File: src/rtl/core/bmhq_pkg.sv
// Shared codes for the binary min-heap queue: request commands and result status.
// No dependencies; used by bmhq_ctrl and binary_min_heap_queue.
package bmhq_pkg;

  localparam logic [1:0] CMD_PUSH  = 2'd0;
  localparam logic [1:0] CMD_POP   = 2'd1;
  localparam logic [1:0] CMD_CLEAR = 2'd2;

  localparam logic [1:0] ST_DONE  = 2'd0;
  localparam logic [1:0] ST_FULL  = 2'd1;
  localparam logic [1:0] ST_EMPTY = 2'd2;

endpackage

File: src/rtl/core/bmhq_ctrl.sv
// Heap sequencer: sift-up and sift-down over the entry RAM, fill count, root copy.
// Depends on bmhq_pkg for command and status codes.
module bmhq_ctrl #(
  parameter int CAPACITY = 256,
  parameter int KEY_BITS = 32,
  parameter int TAG_BITS = 16
) (
  input  logic                            clk,
  input  logic                            rst,
  input  logic                            start,
  output logic                            busy,
  input  logic [1:0]                      command,
  input  logic [KEY_BITS-1:0]             entry_key,
  input  logic [TAG_BITS-1:0]             entry_tag,
  output logic                            done,
  output logic [KEY_BITS-1:0]             top_key,
  output logic [TAG_BITS-1:0]             top_tag,
  output logic [$clog2(CAPACITY+1)-1:0]   count,
  output logic [1:0]                      status,
  output logic                            we,
  output logic [$clog2(CAPACITY)-1:0]     waddr,
  output logic [KEY_BITS+TAG_BITS-1:0]    wdata,
  output logic [$clog2(CAPACITY)-1:0]     raddr_a,
  output logic [$clog2(CAPACITY)-1:0]     raddr_b,
  input  logic [KEY_BITS+TAG_BITS-1:0]    rdata_a,
  input  logic [KEY_BITS+TAG_BITS-1:0]    rdata_b
);

  localparam int AW = $clog2(CAPACITY);
  localparam int CW = $clog2(CAPACITY + 1);
  localparam int IW = AW + 2;
  localparam int EW = KEY_BITS + TAG_BITS;

  localparam logic [2:0] S_IDLE    = 3'd0;
  localparam logic [2:0] S_UP_RD   = 3'd1;
  localparam logic [2:0] S_UP_CMP  = 3'd2;
  localparam logic [2:0] S_DN_LAST = 3'd3;
  localparam logic [2:0] S_DN_RD   = 3'd4;
  localparam logic [2:0] S_DN_CMP  = 3'd5;

  logic [2:0]          state, state_next;
  logic [AW-1:0]       pos, pos_next;
  logic [CW-1:0]       count_next;
  logic [KEY_BITS-1:0] mov_key, mov_key_next;
  logic [TAG_BITS-1:0] mov_tag, mov_tag_next;
  logic [1:0]          status_next;
  logic                done_next;

  logic [AW-1:0]       up_idx;
  logic [IW-1:0]       l_idx, r_idx, count_ext;
  logic [CW-1:0]       count_dec;
  logic [KEY_BITS-1:0] key_a, key_b, pick_key;
  logic                has_r, pick_l;

  assign up_idx    = AW'((pos - AW'(1)) >> 1);
  assign l_idx     = {1'b0, pos, 1'b1};
  assign r_idx     = l_idx + IW'(1);
  assign count_ext = IW'(count);
  assign count_dec = count - CW'(1);
  assign key_a     = rdata_a[EW-1:TAG_BITS];
  assign key_b     = rdata_b[EW-1:TAG_BITS];
  assign has_r     = r_idx < count_ext;
  // right child wins ties
  assign pick_l    = !has_r || (key_a < key_b);
  assign pick_key  = pick_l ? key_a : key_b;
  assign busy      = (state != S_IDLE);

  always_comb begin
    state_next   = state;
    pos_next     = pos;
    count_next   = count;
    mov_key_next = mov_key;
    mov_tag_next = mov_tag;
    status_next  = status;
    done_next    = 1'b0;
    we           = 1'b0;
    waddr        = pos;
    wdata        = {mov_key, mov_tag};
    raddr_a      = up_idx;
    raddr_b      = r_idx[AW-1:0];

    case (state)
      S_IDLE: begin
        raddr_a = count_dec[AW-1:0];
        if (start) begin
          status_next = bmhq_pkg::ST_DONE;
          case (command)
            bmhq_pkg::CMD_PUSH: begin
              if (count == CW'(CAPACITY)) begin
                status_next = bmhq_pkg::ST_FULL;
                done_next   = 1'b1;
              end else begin
                mov_key_next = entry_key;
                mov_tag_next = entry_tag;
                pos_next     = count[AW-1:0];
                count_next   = count + CW'(1);
                state_next   = S_UP_RD;
              end
            end
            bmhq_pkg::CMD_POP: begin
              if (count == '0) begin
                status_next = bmhq_pkg::ST_EMPTY;
                done_next   = 1'b1;
              end else begin
                count_next = count_dec;
                pos_next   = '0;
                if (count_dec == '0) begin
                  done_next = 1'b1;
                end else begin
                  // last slot is being read this cycle
                  state_next = S_DN_LAST;
                end
              end
            end
            bmhq_pkg::CMD_CLEAR: begin
              count_next = '0;
              done_next  = 1'b1;
            end
            default: begin
              done_next = 1'b1;
            end
          endcase
        end
      end
      S_UP_RD: begin
        if (pos == '0) begin
          we         = 1'b1;
          done_next  = 1'b1;
          state_next = S_IDLE;
        end else begin
          state_next = S_UP_CMP;
        end
      end
      S_UP_CMP: begin
        we = 1'b1;
        if (mov_key < key_a) begin
          wdata      = rdata_a;
          pos_next   = up_idx;
          state_next = S_UP_RD;
        end else begin
          done_next  = 1'b1;
          state_next = S_IDLE;
        end
      end
      S_DN_LAST: begin
        mov_key_next = key_a;
        mov_tag_next = rdata_a[TAG_BITS-1:0];
        state_next   = S_DN_RD;
      end
      S_DN_RD: begin
        raddr_a = l_idx[AW-1:0];
        if (l_idx >= count_ext) begin
          we         = 1'b1;
          done_next  = 1'b1;
          state_next = S_IDLE;
        end else begin
          state_next = S_DN_CMP;
        end
      end
      S_DN_CMP: begin
        we = 1'b1;
        if (pick_key < mov_key) begin
          wdata      = pick_l ? rdata_a : rdata_b;
          pos_next   = pick_l ? l_idx[AW-1:0] : r_idx[AW-1:0];
          state_next = S_DN_RD;
        end else begin
          done_next  = 1'b1;
          state_next = S_IDLE;
        end
      end
      default: begin
        state_next = S_IDLE;
      end
    endcase
  end

  always_ff @(posedge clk) begin
    if (rst) begin
      state  <= S_IDLE;
      count  <= '0;
      done   <= 1'b0;
      status <= bmhq_pkg::ST_DONE;
    end else begin
      state  <= state_next;
      count  <= count_next;
      done   <= done_next;
      status <= status_next;
    end
    pos     <= pos_next;
    mov_key <= mov_key_next;
    mov_tag <= mov_tag_next;
    // shadow copy of slot 0 for the result
    if (we && waddr == '0) begin
      top_key <= wdata[EW-1:TAG_BITS];
      top_tag <= wdata[TAG_BITS-1:0];
    end
  end

endmodule

File: config.mk
export PLATFORM = sky130hd
export DESIGN_NAME = bmhq_ctrl
export DESIGN_NICKNAME = d
export VERILOG_FILES = /design/src/rtl/core/bmhq_pkg.sv /design/src/rtl/core/bmhq_ctrl.sv
export SDC_FILE = /design/constraint.sdc
export NUM_CORES = 1
export LEC_CHECK = 0
export BUFFER_PORTS_ARGS = -buffer_cell sky130_fd_sc_hd__buf_2
export CORE_ASPECT_RATIO = 0.8
export CORE_MARGIN = 2
export CORE_UTILIZATION = 47
export DETAILED_ROUTE_END_ITERATION = 6
export PLACE_DENSITY = 0.73
export SETUP_SLACK_MARGIN = 0.5
export SKIP_CTS_REPAIR_TIMING = 1
export SLEW_MARGIN = 5
export SYNTH_ARGS = -nofsm -noshare
export SYNTH_HDL_FRONTEND = slang
export SYNTH_SLANG_ARGS = --single-unit
File: constraint.sdc
create_clock -name clk -period 9.5 [get_ports clk]
set_input_delay 1.9 -clock clk [delete_from_list [all_inputs] [get_ports clk]]
set_output_delay 1.9 -clock clk [all_outputs]
set_load 0.1 [all_outputs]
==> impl_metrics.ini, run 1 <==
[sta]
worstMarginPinSlew_ns = 1.13
finClkSkew_ns = 0.0125
period_share_pct = 92.6
setup_violations = 0
max-slew-margin-rel_pct = 25.0
fin_crit_ns = 8.79
fin_hold_ws_ns = 0.502
rsz0062_at_grt = true
tns_ns = 0
hold_viol_final = 0
fin_ws_ns = 0.705
drv_slew = 0
fmax_mhz = 114

[placement]
io_buffer_count = 281
dpl.hpwl_mm = 24.2
gp_congestion = 0.942
preCtsSetupSlack_ns = 0.258
placed_area_um2 = 12300

[pwr]
power_frac_seq_pct = 28.4
switchingPower_uw = 937
clock_power_share_pct = 29.9
vdd_drop_max_mv = 0.132
p_int_uw = 1260
swShare_pct = 42.6
leakagePower_uw = 0.00602
pwr_density_cell_nw_per_um2 = 169
total_power_uw = 2200
comb_power_share_pct = 41.7

[synth]
avgSynthCellArea_um2 = 8.64
synth_nets = 1378
syn_area_um2 = 9580
synth_edf_count = 104
netlist_instances = 1109
ys_seq_area_share_pct = 35.7
ys_seq_elements = 119
synth_cell_types = 66
yosysWarnings = 0
ys_async_sr_fraction_pct = 0
synthFlopType = edfxtp_1

[floorplanning]
core_area_um2 = 19900
die_area_um2 = 21600
die_h_um = 132
die_width_um = 164
pin_count = 283
start_util_pct = 48.1
row_count = 46

[routing]
wl_met2_mm = 14.2
routed_via_density = 5.74
wl_met1_mm = 13.8
drc = 0
top_layer = met5
wl_per_cell_um = 19.4
first_iter_violations = 901
vias = 9514
routed_wl_mm = 32.1
postRouteAntennaNets = 0
dr_wl_met3_mm = 3.19
drt_first_pass_iters = 5

[grt]
grt_pass1_vias = 9366
grt.total_usage_pct = 29.3
grt_pass1_wl_mm = 49.7
antenna_found_initial = 7
grt_max_degree = 98
gr-total-overflow = 0

[run_status]
outcome = finished, final reports clean

[layout]
nets = 1643
multiInputGateArea_um2 = 5690
layout-drive-gt1-share_pct = 29.6
fillers = 1666
stdcell_area_um2 = 13000
syn_to_final_growth_pct = 35.7
regArea_um2 = 3420

[min_path]
min_path_cells = 2
whs_endpoint = status[0]
worstHoldStart = status[0]
hold_class = flop to flop

[clock_network]
tritoncts = yes
clk_latency_ns = 0.43
cts.sinks = 119
h-tree-depth = 4
path_clk_slew_ns = 0.06
clk_path_buf_depth = 2
cts_buffers = 17
clk_root_buffer_cell = clkbuf_16

[setup_path]
critPathRequiredTime_ns = 7.60
r2r_cells = 22
crit_path_start = rdata_a[29]
critPathMaxFanout = 36
path_class = primary input to output pin
crit_arrival_ns = 6.89
crit_path_top_delay_cell = o21ba_4
r2r_slack_ns = 3.23
cp_cell_sequence = buf_2 > ha_1 > a211oi_2 > nor2_1 > a2111o_1 > a311o_1 > a21oi_4 > buf_12 > nor2_1 > a21oi_1 > inv_1 > ha_1 > a21o_1 > a21o_1 > o221ai_1 > a31oi_2 > o21ai_0 > o211ai_1 > o21ba_4 > o221ai_2 > buf_12
crit_path_end_kind = output pin
reg2reg_from = waddr[0]
startpoint_type = primary input
reg2reg_to = top_key[21]
slowest_delay_ns = 0.62

[flow_run]
maxCapViolCount = 0
==> cells in the mapped netlist, types with 12 or more instances <==
cell,count,area (um2)
xnor2_1,15,131
ha_1,120,1500
o221ai_2,20,300
o21ai_0,85,425
edfxtp_1,104,3120
nand3_1,23,115
nand2_1,146,548
clkbuf_1,36,135
a21o_1,13,97.6
inv_1,178,668
nor2_1,75,282
nand4_1,12,75.1
nor3_1,13,65.1
dfxtp_1,15,300
o221ai_1,35,307
a21oi_1,72,360
==> metrics by stage <==
stage,util (%),std cells
floorplan,-,1109
global placement,61.5,1612
detailed placement,61.5,1612
CTS,64.4,1644
global route,65.3,1655
finish,65.3,1657
==> registers in the layout, indices dropped and copies added (netlist names) <==
register,count
mov_key,32
top_tag,16
count,9
status,2
top_key,32
mov_tag,16
waddr,8
done,1
state,3
==> worst max-delay path, delay by kind of cell <==
family | cells | cell delay [ns]
compound gates | 13 | 3.50
simple gates | 2 | 0.19
buf+inv | 4 | 0.66
fa+ha+maj | 2 | 0.63
==> cell usage in the layout (no fill, tap or decap), types with 41 or more instances in the layout <==
| cell type | n |
|---|---|
| inv_1 | 177 |
| buf_2 | 233 |
| o21ai_0 | 83 |
| a21oi_1 | 67 |
| buf_12 | 51 |
| nand2_1 | 146 |
| nor2_1 | 74 |
| o221ai_2 | 41 |
| ha_1 | 119 |
| edfxtp_1 | 104 |
==> layout make-up <==
class	instances	area share (%)
Multi-Input combinational cell	759	43.7
Clock inverter	14	1.16
Inverter	179	5.19
Timing Repair Buffer	298	17.7
Tap cell	264	2.54
Sequential cell	119	26.3
Clock buffer	18	3.30
Antenna cell	6	0.115
==> worst max-delay path by stage <==
stage / end / slack, ns
finish: wdata[37] / 0.71
global route: wdata[37] / 0.43
CTS: wdata[1] / 0.24
detailed placement: wdata[1] / 0.26
global placement: wdata[4] / 0.40
floorplan: wdata[1] / 0.22
==> metal layers <==
metal	global-route usage (%)	vias up
met4	11.4	2
met1	39.1	4436
met2	45.4	521
met3	7.77	68
li1	-	4487
met5	0	-
==> power by group through the flow <==
| stage | sequential, uW | clock (uW) | combinational, uW |
|---|---|---|---|
| after global routing | 627 | 686 | 974 |
| final | 625 | 657 | 918 |
| after floorplan | 667 | 0 | 610 |
| after CTS | 624 | 663 | 899 |
| after global placement | 635 | 0 | 882 |
| after detailed placement | 635 | 0 | 894 |
==> cells by family (layout without fill, tap and decap cells) <==
kind of cell | after synthesis | in the layout | share of synthesized area [%]
AOI/OAI and AO/OA | 296 | 298 | 21.6
xor gates and xnor gates | 25 | 25 | 2.29
adders and majority gates | 120 | 120 | 15.7
buffers and inverters | 233 | 509 | 9.82
DFF | 119 | 119 | 35.7
muxes | 4 | 4 | 0.418
other | 1 | 7 | 0.0391
and+or+nand+nor | 311 | 311 | 14.5
Power figures use the tool's default switching activity.
==> inputs of run 2 (changes only) <==
- CORE_UTILIZATION: 47 -> 34
- PLACE_DENSITY: 0.73 -> 0.55
==> impl_metrics.ini, run 2 (synthesis gave the netlist of run 1 again) <==
[floorplanning]
pin_count = 283
row_count = 54
core_area_um2 = 27500
die_h_um = 154
die_area_um2 = 29500
start_util_pct = 34.8
die_width_um = 192

[setup_path]
crit_path_top_delay_cell = a311o_1
path_buf_inv = 6
startpoint_type = primary input
r2r_cells = 21
crit_family = compound AO/OA/AOI/OAI gates
slowest_delay_ns = 0.40
path_class = primary input to output pin
crit_arrival_ns = 6.92
crit_path_end_kind = output pin
critPathRequiredTime_ns = 7.60
r2r_slack_ns = 3.32
reg2reg_from = waddr[0]
cp_cell_sequence = buf_2 > ha_1 > a211oi_2 > nor2_1 > a2111o_1 > a311o_1 > a21oi_4 > buf_12 > nor2_1 > a21oi_1 > inv_1 > ha_1 > and4_1 > a221oi_2 > buf_4 > o22ai_2 > and3_1 > nand3b_4 > buf_8 > o221ai_2 > buf_12
reg2reg_to = waddr[7]
critPathMaxFanout = 30

[routing]
postRouteAntennaNets = 0
routed_wl_mm = 33.8
routed_via_density = 5.23
drc = 0
wl_per_cell_um = 19.2
first_iter_violations = 663
vias = 9191
drt_first_pass_iters = 6

[clock_network]
clk_latency_ns = 0.43
cts_buffers = 17
path_clk_slew_ns = 0.06
clk_root_buffer_cell = clkbuf_16
h-tree-depth = 4
clk_path_buf_depth = 2
tritoncts = yes
cts.sinks = 119

[layout]
nets = 1644
reg_top3 = mov_key (32), top_key (32)
syn_to_final_growth_pct = 37.7
layout-drive-gt1-share_pct = 29.9
fillers = 2673
final_common_cell = buf_2
final_cell_mix = 233 x buf_2, 177 x inv_1, 146 x nand2_1, 119 x ha_1, 104 x edfxtp_1
fin_util_pct = 48.0

[sta]
rsz0062_at_grt = false
hold_viol_final = 0
fmax_mhz = 113
max-slew-margin-rel_pct = 43.7
finClkSkew_ns = 0.0105
fin_crit_ns = 8.82
period_share_pct = 92.9
drv_slew = 0
setup_violations = 0
tns_ns = 0
fin_ws_ns = 0.676
worstMarginPinSlew_ns = 0.842

[flow_run]
maxCapViolCount = 0

[grt]
grt_pass1_wl_mm = 50.8
grt_max_degree = 65
antenna_found_initial = 7
gr-total-overflow = 0
grt.total_usage_pct = 22.4
grt_pass1_vias = 9008

[placement]
gp_congestion = 0.867
preCtsSetupSlack_ns = 0.230
dpl.hpwl_mm = 25.9
io_buffer_count = 281

[pwr]
pwr_density_cell_nw_per_um2 = 172
vdd_drop_max_mv = 0.147
leakagePower_uw = 0.00602
total_power_uw = 2270

[run_status]
outcome = finished, final reports clean

[min_path]
worstHoldStart = status[0]
min_path_cells = 2
hold_class = flop to flop
whs_endpoint = status[0]
==> run 2: per-layer routing <==
layer | routed length (um) | vias up | global-route usage (%) | part of all wire (%)
li1 | - | 4493 | - | -
met1 | 16100 | 4286 | 31.6 | 48
met2 | 14500 | 365 | 33.7 | 43
met3 | 2380 | 45 | 5.30 | 7.0
met4 | 723 | 2 | 6.96 | 2.1
met5 | 18 | - | 0 | 0.053
==> run 2: tightest hold or removal path: cells and delay by family (launching register included) <==
kind | cells | cell delay [ns]
flip-flops | 1 | 0.33
AND/OR/NAND/NOR | 1 | 0.07
AO/OA/AOI/OAI | 1 | 0.06
==> run 2: where the power goes <==
part	total [uW]	leakage (uW)	switching, uW	internal [uW]
combinational	916	0.00463	647	269
sequential	625	0.00107	27.6	598
clock	728	0.000311	262	466
total	2270	0.00602	936	1330
==> run 2: cell type report <==
| type | instances | area (um2) | area share (%) |
|---|---|---|---|
| timing repair buffer | 300 | 2160 | 16.4 |
| sequential | 119 | 3420 | 26.0 |
| multi-input combinational | 758 | 5810 | 44.1 |
| tap | 364 | 455 | 3.45 |
| clock inverter | 15 | 226 | 1.72 |
| inverter | 179 | 676 | 5.12 |
| clock buffer | 17 | 425 | 3.23 |
| antenna | 5 | 12.5 | 0.0949 |
==> run 2: stage by stage <==
step                hold slack [ns]  area (um2)  instances
floorplan                     0.658        9880       1109
global placement              0.478       12100       1714
detailed placement            0.489       12100       1714
CTS                           0.504       12800       1746
global route                  0.576       13200       1755
finish                        0.504       13200       1757
==> run 2: worst max path at each step <==
stage	end	startpoint	slack (ns)	cells after the start
floorplan	wdata[1]	waddr[0]	0.22	21
global placement	wdata[44]	rdata_a[29]	0.23	22
detailed placement	wdata[31]	rdata_a[29]	0.23	22
CTS	wdata[44]	rdata_a[29]	0.19	22
global route	wdata[32]	rdata_a[29]	0.47	22
finish	wdata[42]	rdata_a[29]	0.68	21
==> inputs of run 3 (changes only) <==
- CAP_MARGIN: default -> 10
- CORE_UTILIZATION: 34 -> 50
- PLACE_DENSITY: 0.55 -> 0.77
==> impl_metrics.ini, run 3 (synthesis gave the netlist of run 1 again) <==
[layout]
layout-drive-gt1-share_pct = 29.1
stdcell_area_um2 = 12800
syn_to_final_growth_pct = 33.1
fillers = 1512
reg_top3 = mov_key (32), top_key (32)
final_cell_mix = 233 x buf_2, 177 x inv_1, 146 x nand2_1, 119 x ha_1, 104 x edfxtp_1
final_common_cell = buf_2
nets = 1640

[setup_path]
crit_path_end_kind = output pin
r2r_slack_ns = 3.23
critPathRequiredTime_ns = 7.60
critPathMaxFanout = 31
reg2reg_to = top_key[1]
crit_arrival_ns = 6.89
reg2reg_from = waddr[0]
startpoint_type = primary input
r2r_cells = 22
path_class = primary input to output pin

[routing]
wl_per_cell_um = 18.8
drc = 0
vias = 9482
routed_via_density = 5.75
drt_first_pass_iters = 6
postRouteAntennaNets = 0
routed_wl_mm = 31.0
first_iter_violations = 866

[clock_network]
cts_buffers = 17
path_clk_slew_ns = 0.06
cts.sinks = 119
clk_root_buffer_cell = clkbuf_16
h-tree-depth = 4
clk_path_buf_depth = 2
clk_latency_ns = 0.42
tritoncts = yes

[sta]
period_share_pct = 92.5
worstMarginPinSlew_ns = 1.22
hold_viol_final = 0
fin_ws_ns = 0.710
fmax_mhz = 114
fin_crit_ns = 8.79
drv_slew = 0
tns_ns = 0
setup_violations = 0
max-slew-margin-rel_pct = 18.6
finClkSkew_ns = 0.0125
rsz0062_at_grt = false

[min_path]
whs_endpoint = status[1]
min_path_cells = 2
hold_class = flop to flop
worstHoldStart = status[1]

[placement]
io_buffer_count = 281
dpl.hpwl_mm = 23.7
gp_congestion = 0.971
preCtsSetupSlack_ns = 0.187
placed_area_um2 = 12000

[grt]
grt.total_usage_pct = 29.8
grt_pass1_vias = 9191
grt_max_degree = 98
gr-total-overflow = 0
grt_pass1_wl_mm = 47.6
antenna_found_initial = 6

[floorplanning]
die_width_um = 159
die_area_um2 = 20300
start_util_pct = 50.8
pin_count = 283
core_area_um2 = 18900
row_count = 45
die_h_um = 128

[flow_run]
maxCapViolCount = 0

[pwr]
p_int_uw = 1250
leakagePower_uw = 0.00594
switchingPower_uw = 930
pwr_density_cell_nw_per_um2 = 171
vdd_drop_max_mv = 0.110
clock_power_share_pct = 30.5
comb_power_share_pct = 40.8
swShare_pct = 42.7
power_frac_seq_pct = 28.7

[run_status]
outcome = finished, final reports clean
==> run 3: how the worst max path moves through the flow <==
stage | from | end | slack, ns | cells after the start
after CTS | rdata_a[29] | wdata[17] | 0.16 | 22
after global placement | rdata_a[21] | wdata[20] | 0.36 | 22
after floorplan | waddr[0] | wdata[1] | 0.22 | 21
after global routing | rdata_a[21] | wdata[46] | 0.48 | 21
after detailed placement | rdata_a[21] | wdata[17] | 0.19 | 20
final | rdata_a[29] | wdata[46] | 0.71 | 21
==> run 3: power groups by stage <==
| stage | Clock (uW) | Combinational (uW) | Sequential [uW] |
|---|---|---|---|
| after global placement | 0 | 855 | 634 |
| after detailed placement | 0 | 866 | 635 |
| final | 664 | 889 | 625 |
| after floorplan | 0 | 610 | 667 |
| after CTS | 671 | 870 | 624 |
| after global routing | 691 | 942 | 628 |
==> run 3: routing by layer <==
layer  GRT usage, %  share of wire [%]
met1           37.9                 42
met2           49.3                 46
met3           7.93                9.7
met4           10.5                2.5
met5              0              0.042
==> run 3: area by class of cell <==
cell class / instances / area (um2) / area share (%)
Antenna cell: 6 / 15.0 / 0.118
Clock buffer: 18 / 429 / 3.36
Clock inverter: 14 / 168 / 1.31
Inverter: 179 / 676 / 5.30
Multi-Input combinational cell: 758 / 5610 / 44.0
Sequential cell: 119 / 3420 / 26.8
Tap cell: 258 / 323 / 2.53
Timing Repair Buffer: 296 / 2110 / 16.6
==> run 3: stage by stage <==
stage	util [%]	cells	total power, uW	hold WS (ns)
6_report	67.6	1648	2180	0.524
5_1_grt	67.6	1647	2260	0.574
4_1_cts	66.9	1638	2170	0.516
3_5_place_dp	63.7	1606	1500	0.501
3_3_place_gp	63.7	1606	1490	0.471
2_1_floorplan	-	1109	1280	0.658
==> run 3: worst max-delay path: stages <==
cell and delay, ns:
buf_2 0.13, ha_1 0.32, a211oi_2 0.23, nor2_1 0.10
a2111o_1 0.39, a311o_2 0.46, a21oi_4 0.22, buf_4 0.25
nor2_1 0.06, a21oi_1 0.22, inv_1 0.08, ha_1 0.29
a21oi_1 0.16, o21ai_0 0.14, a221oi_2 0.43, nand3_1 0.22
o21ai_0 0.37, nand3b_4 0.15, buf_12 0.22, o221ai_2 0.32
buf_12 0.22
